### src/hdl/cbe_pkg.sv
// Shared types and constants for the credential base64 encoder.
// Holds the request and result payload structs, the command codes and the alphabet map.
// No dependencies; imported by every module of the block.
`timescale 1ns / 1ps

package cbe_pkg;

  // Width of the character counter and required-length field
  localparam int LEN_BITS = 13;
  localparam logic [LEN_BITS-1:0] LEN_MAX = '1;

  // Command codes
  localparam logic [1:0] CMD_USER = 2'd0;
  localparam logic [1:0] CMD_PASS = 2'd1;
  localparam logic [1:0] CMD_END  = 2'd2;

  // Special characters
  localparam logic [7:0] CHAR_COLON = 8'h3A;
  localparam logic [7:0] CHAR_PAD   = 8'h3D;

  // Group count that means "no bytes": an empty end marker
  localparam logic [1:0] GRP_EMPTY = 2'd0;
  localparam logic [1:0] GRP_FULL  = 2'd3;

  typedef struct packed {
    logic [1:0] command;
    logic [7:0] data_byte;
  } cbe_in_t;

  typedef struct packed {
    logic [7:0]          out_char;
    logic                char_present;
    logic                char_kept;
    logic                last_result;
    logic [LEN_BITS-1:0] required_length;
  } cbe_out_t;

  // One finished group handed from the gatherer to the character emitter
  typedef struct packed {
    logic [7:0] b0;
    logic [7:0] b1;
    logic [7:0] b2;
    logic [1:0] nbytes;
    logic       is_end;
  } cbe_job_t;

  // Map a 6-bit value to its base64 alphabet character
  function automatic logic [7:0] cbe_sym(input logic [5:0] v);
    logic [7:0] w;
    logic [7:0] c;
    w = {2'b00, v};
    if (v < 6'd26) begin
      c = w + 8'd65;
    end else if (v < 6'd52) begin
      c = w + 8'd71;
    end else if (v < 6'd62) begin
      c = w - 8'd4;
    end else if (v == 6'd62) begin
      c = 8'h2B;
    end else begin
      c = 8'h2F;
    end
    return c;
  endfunction

endpackage

### src/hdl/credential_base64_encoder.sv
// Top level of the credential base64 encoder: configuration register,
// byte gatherer and character emitter. Depends on cbe_pkg, cbe_ingest, cbe_emit.
//
// Usage:
//  - Input requests carry a command (user byte, password byte, end) and a byte;
//    a request is taken when in_valid and in_ready are both high.
//  - Results carry one base64 character each (or an empty end marker) and are
//    taken when out_valid and out_ready are both high. The end request's last
//    result has last_result set and reports required_length.
//  - Register output_limit sits at byte address 0 of the cfg_ port; write it
//    only while the block is idle.
//  - out_valid rises once the request that completes a group has passed the
//    job register and then the result register; the group then streams at
//    one character a cycle while out_ready stays high. A request that only
//    buffers its byte leaves in_ready high; one that releases a group holds
//    in_ready low until the emitter has taken the group's last character.
//  - When the receiver stalls, the result and the group being emitted hold and
//    in_ready stays low until that group's last character is registered.
//  - Reset empties all state and sets output_limit to all ones.
`timescale 1ns / 1ps

module credential_base64_encoder import cbe_pkg::*; #(
  parameter int LIMIT_BITS = 12
) (
  input  logic        clk,
  input  logic        rst_n,
  input  logic        in_valid,
  output logic        in_ready,
  input  cbe_in_t     in_data,
  output logic        out_valid,
  input  logic        out_ready,
  output cbe_out_t    out_data,
  input  logic        cfg_psel,
  input  logic        cfg_penable,
  input  logic        cfg_pwrite,
  input  logic [2:0]  cfg_paddr,
  input  logic [31:0] cfg_pwdata,
  output logic [31:0] cfg_prdata,
  output logic        cfg_pready
);

  localparam logic REG_OUTPUT_LIMIT = 1'b0;

  logic [LIMIT_BITS-1:0] limit_r;
  logic                  cfg_wr;
  logic                  job_valid, job_pop;
  cbe_job_t              job;

  assign cfg_pready = 1'b1;
  assign cfg_wr     = cfg_psel && cfg_penable && cfg_pwrite && cfg_pready
                      && (cfg_paddr[2] == REG_OUTPUT_LIMIT);

  // Hold the output limit register
  always_ff @(posedge clk) begin
    if (!rst_n) begin
      limit_r <= '1;
    end else if (cfg_wr) begin
      limit_r <= cfg_pwdata[LIMIT_BITS-1:0];
    end
  end

  // Return the register on read
  assign cfg_prdata = (cfg_paddr[2] == REG_OUTPUT_LIMIT) ? 32'(limit_r) : 32'd0;

  cbe_ingest u_ingest (
    .clk       (clk),
    .rst_n     (rst_n),
    .in_valid  (in_valid),
    .in_ready  (in_ready),
    .in_data   (in_data),
    .job_valid (job_valid),
    .job       (job),
    .job_pop   (job_pop)
  );

  cbe_emit #(
    .LIMIT_BITS (LIMIT_BITS)
  ) u_emit (
    .clk       (clk),
    .rst_n     (rst_n),
    .job_valid (job_valid),
    .job       (job),
    .job_pop   (job_pop),
    .limit     (limit_r),
    .out_valid (out_valid),
    .out_ready (out_ready),
    .out_data  (out_data)
  );

endmodule

### src/hdl/cbe_ingest.sv
// Byte gatherer: inserts the colon, collects bytes into groups of three and
// hands complete or flushed groups to the emitter. Depends on cbe_pkg.
`timescale 1ns / 1ps

module cbe_ingest import cbe_pkg::*; (
  input  logic     clk,
  input  logic     rst_n,
  input  logic     in_valid,
  output logic     in_ready,
  input  cbe_in_t  in_data,
  output logic     job_valid,
  output cbe_job_t job,
  input  logic     job_pop
);

  logic [15:0] pend_r, pend_nxt;
  logic [1:0]  cnt_r, cnt_nxt;
  logic        colon_r, colon_nxt;
  logic        job_valid_r;
  cbe_job_t    job_r, job_nxt;
  logic        produce;
  logic        accept;

  // Intermediate state after the optional colon
  logic [15:0] pend_a;
  logic [1:0]  cnt_a;
  logic        add_colon;
  logic        grp_a_vld, grp_b_vld;
  cbe_job_t    grp_a, grp_b;

  assign accept   = in_valid && in_ready;
  assign in_ready = !job_valid_r || job_pop;

  // Insert the colon ahead of the first password byte or the end request
  always_comb begin
    add_colon = !colon_r && (in_data.command == CMD_PASS || in_data.command == CMD_END);
    pend_a    = pend_r;
    cnt_a     = cnt_r;
    grp_a_vld = 1'b0;
    grp_a     = '{b0: pend_r[15:8], b1: pend_r[7:0], b2: CHAR_COLON,
                  nbytes: GRP_FULL, is_end: 1'b0};
    if (add_colon) begin
      if (cnt_r == 2'd2) begin
        grp_a_vld = 1'b1;
        pend_a    = '0;
        cnt_a     = '0;
      end else begin
        pend_a = {pend_r[7:0], CHAR_COLON};
        cnt_a  = cnt_r + 2'd1;
      end
    end
  end

  // Push the data byte or flush the partial group
  always_comb begin
    pend_nxt  = pend_r;
    cnt_nxt   = cnt_r;
    colon_nxt = colon_r;
    grp_b_vld = 1'b0;
    grp_b     = '{b0: pend_a[15:8], b1: pend_a[7:0], b2: in_data.data_byte,
                  nbytes: GRP_FULL, is_end: 1'b0};
    unique case (in_data.command)
      CMD_USER, CMD_PASS: begin
        colon_nxt = colon_r || (in_data.command == CMD_PASS);
        if (cnt_a == 2'd2) begin
          grp_b_vld = 1'b1;
          pend_nxt  = '0;
          cnt_nxt   = '0;
        end else begin
          pend_nxt = {pend_a[7:0], in_data.data_byte};
          cnt_nxt  = cnt_a + 2'd1;
        end
      end
      CMD_END: begin
        pend_nxt  = '0;
        cnt_nxt   = '0;
        colon_nxt = 1'b0;
        if (cnt_a == 2'd1) begin
          grp_b_vld = 1'b1;
          grp_b = '{b0: pend_a[7:0], b1: 8'd0, b2: 8'd0, nbytes: 2'd1, is_end: 1'b1};
        end else if (cnt_a == 2'd2) begin
          grp_b_vld = 1'b1;
          grp_b = '{b0: pend_a[15:8], b1: pend_a[7:0], b2: 8'd0, nbytes: 2'd2,
                    is_end: 1'b1};
        end
      end
      default: begin
      end
    endcase
  end

  // Pick the one group this request releases, or an empty end marker
  always_comb begin
    produce = grp_a_vld || grp_b_vld || (in_data.command == CMD_END);
    if (grp_b_vld) begin
      job_nxt = grp_b;
    end else if (grp_a_vld) begin
      job_nxt = grp_a;
    end else begin
      job_nxt = '{b0: 8'd0, b1: 8'd0, b2: 8'd0, nbytes: GRP_EMPTY, is_end: 1'b0};
    end
    job_nxt.is_end = (in_data.command == CMD_END);
  end

  // Hold gather state and the job register
  always_ff @(posedge clk) begin
    if (!rst_n) begin
      pend_r      <= '0;
      cnt_r       <= '0;
      colon_r     <= 1'b0;
      job_valid_r <= 1'b0;
    end else begin
      if (accept) begin
        pend_r      <= pend_nxt;
        cnt_r       <= cnt_nxt;
        colon_r     <= colon_nxt;
        job_valid_r <= produce;
      end else if (job_pop) begin
        job_valid_r <= 1'b0;
      end
    end
  end

  always_ff @(posedge clk) begin
    if (accept) begin
      job_r <= job_nxt;
    end
  end

  assign job_valid = job_valid_r;
  assign job       = job_r;

  // A single request never completes two groups
  a_one_group: assert property (@(posedge clk) disable iff (!rst_n)
    accept |-> !(grp_a_vld && grp_b_vld))
    else $error("two groups released by one request");

  // The gather count never exceeds two bytes
  a_cnt_range: assert property (@(posedge clk) disable iff (!rst_n)
    cnt_r != 2'd3)
    else $error("pending count out of range");

endmodule

### src/hdl/cbe_emit.sv
// Character emitter: streams four characters per group or an end marker
// into the result register and tracks output position. Depends on cbe_pkg.
`timescale 1ns / 1ps

module cbe_emit import cbe_pkg::*; #(
  parameter int LIMIT_BITS = 12
) (
  input  logic                  clk,
  input  logic                  rst_n,
  input  logic                  job_valid,
  input  cbe_job_t              job,
  output logic                  job_pop,
  input  logic [LIMIT_BITS-1:0] limit,
  output logic                  out_valid,
  input  logic                  out_ready,
  output cbe_out_t              out_data
);

  localparam int CmpW = (LIMIT_BITS > LEN_BITS ? LIMIT_BITS : LEN_BITS) + 1;

  logic [1:0]          idx_r;
  logic [LEN_BITS-1:0] pos_r, pos_nxt, pos_inc;
  logic                out_valid_r;
  cbe_out_t            out_r, res;
  logic                slot_free, fire, last_char, marker;
  logic [CmpW-1:0]     pos_ext, lim_ext;

  assign slot_free = !out_valid_r || out_ready;
  assign fire      = job_valid && slot_free;
  assign marker    = (job.nbytes == GRP_EMPTY);
  assign last_char = marker || (idx_r == 2'd3);
  assign job_pop   = fire && last_char;

  assign pos_inc = (pos_r == LEN_MAX) ? pos_r : pos_r + 1'b1;
  assign pos_ext = CmpW'(pos_r) + 1'b1;
  assign lim_ext = CmpW'(limit);

  // Select the character for the current slot of the group
  always_comb begin
    res = '0;
    unique case (idx_r)
      2'd0: res.out_char = cbe_sym(job.b0[7:2]);
      2'd1: res.out_char = cbe_sym({job.b0[1:0], job.b1[7:4]});
      2'd2: res.out_char = (job.nbytes < 2'd2) ? CHAR_PAD
                                               : cbe_sym({job.b1[3:0], job.b2[7:6]});
      2'd3: res.out_char = (job.nbytes < 2'd3) ? CHAR_PAD : cbe_sym(job.b2[5:0]);
      default: res.out_char = CHAR_PAD;
    endcase
    res.char_present = 1'b1;
    res.char_kept    = (pos_ext < lim_ext);
    pos_nxt          = pos_inc;
    if (marker) begin
      res     = '0;
      pos_nxt = pos_r;
    end
    res.last_result = job.is_end && last_char;
    if (res.last_result) begin
      res.required_length = pos_nxt;
      pos_nxt             = '0;
    end
  end

  // Advance through the group and hold the result until taken
  always_ff @(posedge clk) begin
    if (!rst_n) begin
      idx_r       <= '0;
      pos_r       <= '0;
      out_valid_r <= 1'b0;
    end else begin
      if (fire) begin
        idx_r       <= last_char ? 2'd0 : idx_r + 2'd1;
        pos_r       <= pos_nxt;
        out_valid_r <= 1'b1;
      end else if (out_ready) begin
        out_valid_r <= 1'b0;
      end
    end
  end

  always_ff @(posedge clk) begin
    if (fire) begin
      out_r <= res;
    end
  end

  assign out_valid = out_valid_r;
  assign out_data  = out_r;

  // Position returns to zero after the last result of a credential
  a_pos_clear: assert property (@(posedge clk) disable iff (!rst_n)
    (fire && res.last_result) |=> (pos_r == '0))
    else $error("position not cleared after end");

  // An empty marker is only ever emitted as the end result
  a_marker_end: assert property (@(posedge clk) disable iff (!rst_n)
    (out_valid_r && !out_r.char_present) |-> (out_r.last_result && !out_r.char_kept))
    else $error("empty marker without end flag");

endmodule
### config.mk
export PLATFORM = sky130hd
export DESIGN_NAME = credential_base64_encoder
export DESIGN_NICKNAME = d
export VERILOG_FILES = /design/src/hdl/cbe_pkg.sv /design/src/hdl/credential_base64_encoder.sv /design/src/hdl/cbe_ingest.sv /design/src/hdl/cbe_emit.sv
export SDC_FILE = /design/constraint.sdc
export NUM_CORES = 1
export LEC_CHECK = 0
export BUFFER_PORTS_ARGS = -buffer_cell sky130_fd_sc_hd__buf_2
export CORE_ASPECT_RATIO = 2
export CORE_UTILIZATION = 25
export DETAILED_ROUTE_END_ITERATION = 6
export SLEW_MARGIN = 20
export SYNTH_ARGS = -nofsm -noshare
export SYNTH_HDL_FRONTEND = slang
export SYNTH_HIERARCHICAL = 1
export SYNTH_SLANG_ARGS = --single-unit
### constraint.sdc
create_clock -name clk -period 5.51 [get_ports clk]
set_input_delay 0.2755 -clock clk [delete_from_list [all_inputs] [get_ports clk]]
set_output_delay 0.2755 -clock clk [all_outputs]
set_load 0.1 [all_outputs]
; Word-level counts from Yosys, hierarchy flattened
; Cells that the tools add are included.
; W data, S select, Z words.
[word_totals]
regBits = 99
inputBits = 52
output_inout_bits = 59
[op_classes]
n_addsub = 17
n_lt_le_gt_ge = 15
eq_ne = 13
muxes = 49
n_bitwise = 1
n_reduce_logical = 26
[op_table]
columns = cell, count
row1 = $mux W8, 14
row2 = $mux W27, 4
row3 = $add A6 B7 Y8 const B, 8
row4 = $mux W16, 4
row5 = $mux W13, 4
row6 = $lt A6 B6 Y1 const B, 8
row7 = $pmux W16 S2, 1
row8 = $pmux W8 S4, 1
row9 = $sub A6 B3 Y7 const B, 4
row10 = $eq A6 B6 Y1 const B, 4
row11 = $lt A6 B5 Y1 const B, 4
row12 = $add A13 B1 Y14 const B, 1
row13 = $lt A14 B12 Y1, 1
row14 = $add A13 B1 Y13 const B, 1
row15 = $eq A13 B13 Y1 const B, 1
row16 = $mux W12, 1
row17 = $mux W3, 4
row18 = $mux W11, 1
row19 = $eq A2 B2 Y1 const B, 5
row20 = $logic_and A1 B1 Y1, 8
row21 = $mux W1, 8
row22 = $mux W2, 4
row23 = $logic_or A1 B1 Y1, 7
row24 = $add A2 B1 Y2 const B, 3
row25 = other kinds (10), 20

; Logic depth before layout (Yosys ltp)
; Gate-level depths: netlist (run 1).
[depth]
depth_word = 11
mapped_depth = 13

; Cells and area by module
; The synthesis (run 1) kept the hierarchy.
[modules_own_cells]
columns = mod, instances, cells_each, area_per_inst_um2, seq_area_each_um2
row1 = cbe_emit, 1, 496, 3953.8, 1041.0
row2 = cbe_ingest, 1, 204, 2169.6, 1211.2
row3 = credential_base64_encoder, 1, 89, 802.0, 240.2

; Worst setup path before layout (run 1)
; Ideal clock, no wire load.
[synth_path]
path_kind = register to register
start = reg u_emit.out_valid_r, in the netlist u_emit/out_valid
end = reg u_ingest.job_r (netlist bit u_ingest/job[0]) (enable)
setup_time_ns = 0.378
arrival_ns = 2.960
t_required_ns = 5.132
slack_ns = 2.172
stages_incl_launch_ff = 7
n_path_buf = 1
path_cell_list = dfxtp_1 > nand2b_1 > nand2_1 > clkbuf_1 > nor2_1 > nand2b_1 > and2_1
[synth_between]
elab_chain_cells = 6
[synth_lines]
columns = element, line_no
row1 = start: declaration, cbe_emit.sv:23  ; logic out_valid_r;
row2 = start signal: assignment, cbe_emit.sv:68  ; out_valid_r <= 1'b0;
row3 = start signal: assignment, cbe_emit.sv:73  ; out_valid_r <= 1'b1;
row4 = start signal: assignment, cbe_emit.sv:75  ; out_valid_r <= 1'b0;
row5 = $logic_not A1 Y1, cbe_emit.sv:28  ; assign slot_free = !out_valid_r || out_ready;
row6 = $logic_or A1 B1 Y1, cbe_emit.sv:28
row7 = $logic_and A1 B1 Y1, cbe_emit.sv:29  ; assign fire = job_valid && slot_free;
row8 = $logic_and A1 B1 Y1, cbe_emit.sv:32  ; assign job_pop = fire && last_char;
row9 = net job_pop, credential_base64_encoder.sv:46  ; logic job_valid, job_pop;
row10 = $logic_or A1 B1 Y1, cbe_ingest.sv:32  ; assign in_ready = !job_valid_r || job_pop;
row11 = net in_ready, credential_base64_encoder.sv:28  ; output logic in_ready,
row12 = $logic_and A1 B1 Y1, cbe_ingest.sv:31  ; assign accept = in_valid && in_ready;
row13 = net u_ingest.accept, cbe_ingest.sv:22  ; logic accept;
row14 = end signal: assignment, cbe_ingest.sv:126  ; job_r <= job_nxt;
row15 = end: declaration, cbe_ingest.sv:20  ; cbe_job_t job_r, job_nxt;
; The timed path passes the listed nets, and every way through them passes these cells.
; A chain may end at the register's enable or synchronous reset.

==> results.md, run 1 <==
- Share of layout cells above drive strength 1: 0.134
- Leakage: 3.06 nW
- H-Tree Depth: 3
- Vias in the first global route: 5505
- TritonCTS Sinks: 99
- Area of the core: 27100 µm²
- Leading area contributor after synthesis: edfxtp_1
- Hold path depth: 3
- Yosys reg bits: 99
- Root Driver: clkbuf_16
- Post-CTS setup buffer count: 0
- Critical path startpoint category: input pin
- Setup crit end kind: register
- Top-Level Pins: 111
- Status: finished clean
- Crit path max fanout: 10
- Clock Tree Buf Depth: 2
- Combinational fraction of design power: 0.267
- Height of the die: 237 µm
- Inserted Clock Buffers: 9
- Overflow after GRT: 0
- CTS resizes: 0
- Clock power share: 0.291
- Final clock skew: 0.00953 ns
- Cell Rows: 85
- Avg Inst Size Synth: 8.78 µm²
- Post-synth EDFFs: 51
- Post-Syn Instances: 789
- Switching share of power: 0.366
- Initial core utilization: 0.255
- Nets@finish: 921
- RSZ-0062 raised after global routing: false
- Part of the cycle the worst path needs: 0.562
- Die X: 120 µm
- Max Slew Vio Count: 0
- Worst slew pin tran: 0.792 ns
- Initial antenna violation count: 1
- Detail Placement HPWL: 13.5 mm
- Slew Limit Headroom: 0.472
- Final setup fails: 0
- Setup WS pre-CTS: 2.06 ns
- Fmax: 323 MHz
- DRT antenna net count: 0
- Max_cap viols: 0
- Via Count: 5727
- Post-CTS Hold Buffers: 0
- Crit path max-delay family: multiplexers
- Worst vdd ir: 0.150 mV
- Cell Area, Synth: 6930 µm²
- Remaining DRCs: 0
- Pin count of the biggest net entering global routing: 45
- Global Route Usage Sum: 0.124
- Async set-reset flop share out of synthesis: 0
- First-pass GRT wire length: 27.6 mm
- Fin. Hold Viols: 0
- WL per Instance: 14.7 µm
- Critical path type: input pin to register
- Pre-antenna DRT Iters: 5
- RD Place Congestion: 0.855
- Die area: 28400 µm²
- Power Density: 259 nW/µm²
- Count leader, synth: nand2_1
- Clk slew on worst S/H paths: 0.07 ns
- Synthesis-to-layout area growth: 10.4%
- Cell-internal power: 1.26 mW
- CTS tree: done
- Port bufs: 67
- Final wirelength: 17.3 mm
- DRT iter0 DRCs: 328
- Most frequent cells after synthesis: nand2_1, a21oi_1, edfxtp_1, nor2b_1, inv_1
- Sequential cell fraction of total power: 0.442
- Setup ws final: 2.41 ns
- Total negative slack: 0 ns
- HP Class: input pin to register
- Routed vias/inst: 4.86
- Synth area leaders: edfxtp_1, dfxtp_1, ha_1, nor2b_1, a21oi_1
- CP dominant cell by count: ha_1
- Main synth FF type: edfxtp_1
- Cell variety after synth: 76
- Min Clock Period, post-route: 3.10 ns
- R2R cell count: 7
- Max stage delay on crit path: 0.60 ns
- WP data required: 5.60 ns
- Cell chain of the critical path: buf_2, inv_1, ha_1, nor2b_1, mux2i_1, ha_1, o21ai_1, a21oi_4, mux2i_2, o2bb2ai_1
- CP max stage cell: nor2b_1
- Post-synth top area share: 0.221
- Sw power: 724 µW
- Register area share after synthesis: 0.360
- WP buf/inv: 2
- Skew-Pair Late Insertion Delay: 0.36 ns
- Stages on the worst setup path: 10
- Worst path arrival time: 3.19 ns
- Synth warn: 6
==> routing by layer <==
metal | share of wire | GRT usage | vias to the layer above
li1 | - | - | 2830
met1 | 0.36 | 0.117 | 2727
met2 | 0.55 | 0.236 | 129
met3 | 0.032 | 0.0218 | 41
met4 | 0.051 | 0.0841 | 0
met5 | 0 | 0 | -
==> worst reg2reg max path: stages, from the launching register on <==
cell and delay (ns):
dfxtp_1 0.32, nor2b_1 0.58, mux2i_1 0.44, ha_1 0.27, o21ai_1 0.14, a21oi_4 0.32, mux2i_2 0.55, o2bb2ai_1 0.14
==> power by group through the flow <==
stage          clock network, mW  logic (mW)  registers (mW)
2_1_floorplan                  0       0.382           0.937
3_3_place_gp                   0       0.521           0.891
3_5_place_dp                   0       0.525           0.891
4_1_cts                    0.599       0.527           0.874
5_1_grt                    0.618       0.568           0.880
6_report                   0.577       0.528           0.875
==> per-stage QoR <==
step           total power [mW]  cell area (µm²)   util  std cells  hold slack, ns
2_1_floorplan              1.32             7000      -        808           0.427
3_3_place_gp               1.41             7380  0.272       1161           0.442
3_5_place_dp               1.42             7380  0.272       1161           0.445
4_1_cts                    2.00             7640  0.282       1177           0.156
5_1_grt                    2.07             7650  0.282       1178           0.183
6_report                   1.98             7650  0.282       1178           0.169
==> logic make-up (layout without fill, tap and decap cells) <==
logic type,count (synthesis),count (layout),synth area share
DFF,99,99,0.360
buffers and inverters,115,136,0.0853
other,2,22,0.00108
AOI/OAI and AO/OA,197,197,0.190
muxes,20,20,0.0296
adders and majority gates,45,45,0.0813
and+or+nand+nor,281,281,0.215
xor gates and xnor gates,30,30,0.0379
==> cell type report <==
cell class                 count  area, µm²
antenna                        1       2.50
sequential                    99       2490
clock buffer                  10        229
multi-input combinational    594       3920
timing repair buffer          69        350
fill                        2867      19500
clock inverter                 6       32.5
inverter                      51        191
tap                          348        435
==> worst paths after layout <==
path | endpoint | slack, ns | start
max | u_ingest/job[19] | 2.41 | in_data[8]
min | limit_r[6] | 0.17 | cfg_pwdata[6]
max reg2reg | u_ingest/job[19] | 2.48 | u_ingest/colon_r
min reg2reg | u_ingest/pend_r[8] | 0.45 | u_ingest/pend_r[8]
==> sequential cells by signal (all words and copies together) (netlist names) <==
| name | count |
|---|---|
| limit_r | 12 |
| u_emit/idx_r | 2 |
| u_emit/out_data | 24 |
| u_emit/out_valid | 1 |
| u_emit/pos_r | 13 |
| u_ingest/cnt_r | 2 |
| u_ingest/colon_r | 1 |
| u_ingest/job | 27 |
| u_ingest/job_valid | 1 |
| u_ingest/pend_r | 16 |
==> placed cells by master, fill, tap and decap left out, drive strengths merged, types with 6 or more instances in the layout <==
master | synthesis | layout
a21oi | 64 | 64
o22ai | 7 | 7
nor2b | 51 | 51
nand3b | 8 | 8
clkinv | 1 | 6
o31ai | 6 | 6
buf | 49 | 69
and2 | 10 | 10
edfxtp | 51 | 51
xor2 | 15 | 15
a21boi | 6 | 6
inv | 50 | 50
nor2 | 40 | 40
clkbuf | 15 | 10
xnor2 | 15 | 15
nor3 | 13 | 13
nand2b | 6 | 6
o21ai | 36 | 36
nand3 | 31 | 31
ha | 45 | 45
dfxtp | 48 | 48
nand2 | 76 | 76
mux2i | 19 | 19
a21o | 10 | 10
a31oi | 12 | 12
a211oi | 11 | 11
conb | 2 | 21
nand4 | 11 | 11
and3 | 12 | 12
Note: power is estimated with default switching activity, not from simulation.
==> inputs of run 2 (changes only) <==
==> constraint.sdc (replaced) <==
create_clock -name clk -period 2.84 [get_ports clk]
set_input_delay 0.142 -clock clk [delete_from_list [all_inputs] [get_ports clk]]
set_output_delay 0.142 -clock clk [all_outputs]
set_load 0.1 [all_outputs]
==> results.md, run 2 (same netlist as run 1, synthesis figures left out) <==
- Worst path arrival time: 2.71 ns (-0.48 ns)
- Cell Rows: 85 (unchanged)
- Fill cell total of the finished layout: 2886 (+0.66%)
- Min Hold Slack: 0.0409 ns (-0.128 ns)
- Die area: 28400 µm² (unchanged)
- TritonCTS Sinks: 99 (unchanged)
- Clk slew on worst S/H paths: 0.07 ns (about the same)
- Overflow after GRT: 0 (unchanged)
- H-Tree Depth: 3 (unchanged)
- Remaining DRCs: 0 (unchanged)
- Root Driver: clkbuf_16
- CTS resizes: 0 (unchanged)
- Final clock skew: 0.0110 ns (+0.00149 ns)
- FF-to-FF setup slack: 0.23 ns (-2.25 ns)
- Global route hottest layer: met2
- Power Density: 502 nW/µm² (+94%)
- FF+latch area: 2490 µm² (about the same)
- Placed inst area: 7540 µm² (+2.1%)
- Total negative slack: 0 ns (unchanged)
- Endpoint, Worst Hold: limit_r[9]
- Initial antenna violation count: 1 (unchanged)
- Commonest non-fill, non-tap cells in the layout: nand2_1, buf_2, a21oi_1
- Detail Placement HPWL: 14.0 mm (+3.6%)
- DRT iter0 DRCs: 322 (-1.8%)
- Finished Cell Area: 7820 µm² (+2.3%)
- Nets@finish: 941 (+2.2%)
- CTS tree: done
- Area of the core: 27100 µm² (unchanged)
- RR Startpoint: u_ingest/job[5]
- Setup ws final: 0.230 ns (-2.18 ns)
- RD Place Congestion: 0.869 (+1.6%)
- Via Count: 5741 (+0.24%)
- Pin count of the biggest net entering global routing: 32 (-29%)
- Die X: 120 µm (unchanged)
- Leakage: 3.16 nW (+3.5%)
- Slew Limit Headroom: 0.443 (-0.0285)
- Critical path type: register to register
- Hold path depth: 3 (unchanged)
- Initial core utilization: 0.255 (unchanged)
- Top-Level Pins: 111 (unchanged)
- Post-CTS setup buffer count: 0 (unchanged)
- Most common cell after layout, fill and taps aside: nand2_1
- DRT antenna net count: 0 (unchanged)
- Worst slew pin tran: 0.835 ns (+0.0422 ns)
- RSZ-0062 raised after global routing: false
- Port bufs: 67 (unchanged)
- Max Slew Vio Count: 0 (unchanged)
- HP Class: input pin to register
- R2R Path End: u_emit/out_data[16]
- Setup crit end kind: register
- Inserted Clock Buffers: 9 (unchanged)
- Final setup fails: 0 (unchanged)
- WP data required: 2.94 ns (-2.66 ns)
- Clock Tree Buf Depth: 2 (unchanged)
- Final wirelength: 17.6 mm (+1.6%)
- Max_cap viols: 0 (unchanged)
- First-pass GRT wire length: 28.0 mm (+1.3%)
- Min Clock Period, post-route: 2.61 ns
- Post-CTS Hold Buffers: 0 (unchanged)
- Skew-Pair Late Insertion Delay: 0.36 ns (about the same)
- Height of the die: 237 µm (unchanged)
- Worst vdd ir: 0.296 mV (+97%)
- Status: finished clean
- Synthesis-to-layout area growth: 13.0%
- Critical path startpoint category: register
- Fin. Hold Viols: 0 (unchanged)
- WL per Instance: 14.7 µm (about the same)
- Vias in the first global route: 5601 (+1.7%)
- Routed vias/inst: 4.79 (-1.4%)
- Share of layout cells above drive strength 1: 0.157 (+0.0228)
- GR Util met2: 0.246 (+0.00946)
- Setup WS pre-CTS: 0.0570 ns (-2.00 ns)
- Pre-antenna DRT Iters: 7 (+2)
- Max reg flops: 27 (unchanged)
- Multi-input logic area: 3920 µm² (about the same)
- Hold path startpoint: cfg_pwdata[9]
- Crit path max fanout: 9 (-1)
- GR Util met1: 0.116 (-0.00103)
- Met3 Usage GRT: 0.0194 (-0.00240)
- Part of the cycle the worst path needs: 0.919
- Fmax: 383 MHz
- Global Route Usage Sum: 0.125 (+0.000809)
- R2R cell count: 8 (+1)
## run 2: where the power goes
group          leakage, nW  switching (mW)  internal [mW]
logic                 2.13           0.783          0.281
registers            0.898          0.0925           1.60
clock network        0.135           0.521          0.650
total                 3.16            1.40           2.53
## run 2: layout make-up
cell class / count / area share
flip-flops and latches: 99 / 0.319
repair buffers: 89 / 0.0640
well taps: 348 / 0.0557
clock inverters: 3 / 0.00272
inverters: 51 / 0.0245
diodes: 1 / 0.000320
clock buffers: 13 / 0.0334
multi-input cells: 594 / 0.501
## run 2: worst max-delay path by stage
stage	start	to	depth (start not counted)
4_1_cts	u_ingest/job[5]	u_emit/out_data[16]	8
3_5_place_dp	in_data[9]	u_ingest/job[20]	11
3_3_place_gp	in_data[8]	u_ingest/job[20]	11
6_report	u_ingest/job[5]	u_emit/out_data[16]	8
5_1_grt	u_ingest/job[5]	u_emit/out_data[16]	8
2_1_floorplan	u_emit/out_valid	u_ingest/job[0]	6
## run 2: worst max-delay path, cell delays in order (launching register included)
cell,delay [ns]
edfxtp_1,0.50
inv_1,0.13
ha_1,0.25
nand3b_1,0.34
a21oi_1,0.28
mux2i_1,0.16
o21ai_0,0.35
o311a_1,0.26
a21oi_1,0.07
## run 2: stage by stage
stage / cells / power (mW) / util
final: 1198 / 3.93 / 0.288
after global routing: 1198 / 4.09 / 0.288
after CTS: 1197 / 3.96 / 0.288
after detailed placement: 1181 / 2.78 / 0.278
after global placement: 1181 / 2.77 / 0.278
after floorplan: 808 / 2.56 / -
## run 2: layer usage
layer / vias up / share of wire
li1: 2875 / -
met1: 2670 / 0.37
met2: 155 / 0.56
met3: 41 / 0.035
met4: 0 / 0.044
met5: - / 0
==> inputs of run 3 (changes only) <==
--- a/config.mk
+++ b/config.mk
@@ -8,7 +8,9 @@
 export BUFFER_PORTS_ARGS = -buffer_cell sky130_fd_sc_hd__buf_2
 export CORE_ASPECT_RATIO = 2
 export CORE_UTILIZATION = 25
+export CTS_CLUSTER_SIZE = 40
 export DETAILED_ROUTE_END_ITERATION = 6
+export PLACE_DENSITY = 0.54
 export SLEW_MARGIN = 20
 export SYNTH_ARGS = -nofsm -noshare
 export SYNTH_HDL_FRONTEND = slang
==> results.md, run 3 (same netlist as run 1, synthesis figures left out) <==
- Multi-input logic area: 3920 µm² (unchanged)
- Cell Rows: 85 (unchanged)
- Global Route Usage Sum: 0.129 (+0.00449)
- Min Hold Slack: 0.0423 ns (+0.00136 ns)
- Max stage delay on crit path: 0.44 ns (-0.06 ns)
- HP Class: input pin to register
- Vias in the first global route: 5571 (-0.54%)
- Post-CTS setup buffer count: 0 (unchanged)
- Port bufs: 67 (unchanged)
- Critical path startpoint category: register
- Number of diodes: 0 (-1)
- Power Density: 510 nW/µm² (+1.7%)
- Critical path type: register to register
- Crit path max fanout: 6 (-3)
- Part of the cycle the worst path needs: 0.882 (-0.0372)
- Inserted Clock Buffers: 9 (unchanged)
- Most common cell after layout, fill and taps aside: nand2_1
- Pre-antenna DRT Iters: 5 (-2)
- Cell-internal power: 2.57 mW (+1.6%)
- Wl on met1: 6.56 mm (+2.0%)
- Overflow after GRT: 0 (unchanged)
- Fin. Hold Viols: 0 (unchanged)
- Combinational fraction of design power: 0.267 (-0.004)
- Slew Limit Headroom: 0.457 (+0.0137)
- Fmax: 399 MHz (+4.2%)
- Nets@finish: 944 (+0.32%)
- TritonCTS Sinks: 99 (unchanged)
- Synthesis-to-layout area growth: 13.6%
- Die area: 28400 µm² (unchanged)
- DRT iter0 DRCs: 230 (-29%)
- Met2 layer wire length in the routed design: 10.1 mm (+3.5%)
- Final clock skew: 0.0109 ns (-0.0000844 ns)
- Clk slew on worst S/H paths: 0.07 ns (about the same)
- Switching share of power: 0.360 (+0.00373)
- Setup crit end kind: register
- Max_cap viols: 0 (unchanged)
- Post-CTS Hold Buffers: 0 (unchanged)
- Worst path arrival time: 2.73 ns (+0.02 ns)
- Worst vdd ir: 0.290 mV (-2.2%)
- CP dominant cell by count: ha_1
- First-pass GRT wire length: 28.6 mm (+2.0%)
- CTS tree: done
- Height of the die: 237 µm (unchanged)
- Initial antenna violation count: 0 (-1)
- Final wirelength: 18.0 mm (+2.7%)
- Leakage: 3.19 nW (+0.73%)
- Commonest non-fill, non-tap cells in the layout: nand2_1, buf_2, a21oi_1
- Detail Placement HPWL: 14.4 mm (+3.1%)
- RSZ-0062 raised after global routing: false
- Min Clock Period, post-route: 2.50 ns (-0.106 ns)
- Final setup fails: 0 (unchanged)
- Remaining DRCs: 0 (unchanged)
- Status: finished clean
- Routed vias/inst: 4.75 (-0.79%)
- WP data required: 3.07 ns (+0.13 ns)
- Die X: 120 µm (unchanged)
- Max Slew Vio Count: 0 (unchanged)
- Clock power share: 0.311 (+0.013)
- Root Driver: clkbuf_16
- Post-Layout Cell Count: 1200 (+0.17%)
- Placed cell count: 1184 (+0.25%)
- Top-Level Pins: 111 (unchanged)
- Clock Tree Buf Depth: 2 (unchanged)
- RD Place Congestion: 0.873 (+0.44%)
- H-Tree Depth: 3 (unchanged)
- Via Count: 5705 (-0.63%)
- Fill cell total of the finished layout: 2858 (-0.97%)
- Skew-Pair Late Insertion Delay: 0.36 ns (about the same)
- Worst slew pin tran: 0.814 ns (-0.0205 ns)
- DRT antenna net count: 0 (unchanged)
- Initial core utilization: 0.255 (unchanged)
- Post-layout power: 4.01 mW (+2.2%)
- Met3 WL: 564 µm (-7.5%)
- Pin count of the biggest net entering global routing: 43 (+34%)
- Sw power: 1.44 mW (+3.3%)
- Max reg flops: 27 (unchanged)
- Setup WS pre-CTS: 0.0557 ns (-0.00123 ns)
- Cell chain of the critical path: ha_1, nand3_2, nor3_2, nand2_1, xnor2_1, ha_1, o21ai_0, a21oi_1, nor3_1, o211a_1
- Area of the core: 27100 µm² (unchanged)
- CP max stage cell: dfxtp_1
- Setup ws final: 0.336 ns (+0.106 ns)
- WL per Instance: 15.0 µm (+2.5%)
- CTS resizes: 0 (unchanged)
- Share of layout cells above drive strength 1: 0.161 (+0.00414)
- Total negative slack: 0 ns (unchanged)
- Top Metal Used: met4
- FF+latch area: 2490 µm² (unchanged)
- Sequential cell fraction of total power: 0.422 (-0.009)
run 3: cell count changes in the layout (fill, tap and decap cells not counted), sizes merged:
cell and change:
clkbuf -2, diode -1, bufinv +1, buf +3
inv +1
run 3: stage by stage:
stage               utilization  area [µm²]
finish                    0.290        7870
global route              0.290        7870
detailed placement        0.279        7570
global placement          0.279        7570
CTS                       0.290        7870
floorplan                     -        7000
run 3: layout make-up:
class | count | area share
clock buffers | 11 | 0.0296
multi-input cells | 594 | 0.498
repair buffers | 92 | 0.0681
well taps | 348 | 0.0554
clock inverters | 5 | 0.00764
flip-flops and latches | 99 | 0.317
inverters | 51 | 0.0243
run 3: routing by layer:
layer | vias to the layer above | global-route usage
met3 | 37 | 0.0182
met5 | - | 0
met2 | 124 | 0.252
met1 | 2667 | 0.124
li1 | 2877 | -
met4 | 0 | 0.0803
run 3: path summary, 6_finish.rpt:
| check | slack [ns] | end | cells after the start | from |
|---|---|---|---|---|
| setup reg to reg | 0.34 | u_emit/out_data[14] | 10 | u_emit/pos_r[0] |
| setup / recovery | 0.34 | u_emit/out_data[14] | 10 | u_emit/pos_r[0] |
| hold reg to reg | 0.46 | u_ingest/pend_r[8] | 2 | u_ingest/pend_r[8] |
| hold / removal | 0.04 | limit_r[9] | 3 | cfg_pwdata[9] |
run 3: critical path, delay by kind of cell, from the launching register on:
kind | cells | cell delay, ns
DFF | 1 | 0.44
xor gates and xnor gates | 1 | 0.20
adders and majority gates | 2 | 0.62
and+or+nand+nor | 4 | 0.71
AOI/OAI and AO/OA | 3 | 0.41
run 3: power by group through the flow:
| stage | clock [mW] | sequential (mW) | combinational [mW] |
|---|---|---|---|
| after detailed placement | 0 | 1.73 | 1.07 |
| after floorplan | 0 | 1.82 | 0.742 |
| after CTS | 1.28 | 1.69 | 1.07 |
| after global routing | 1.33 | 1.71 | 1.15 |
| final | 1.25 | 1.69 | 1.07 |
| after global placement | 0 | 1.73 | 1.07 |
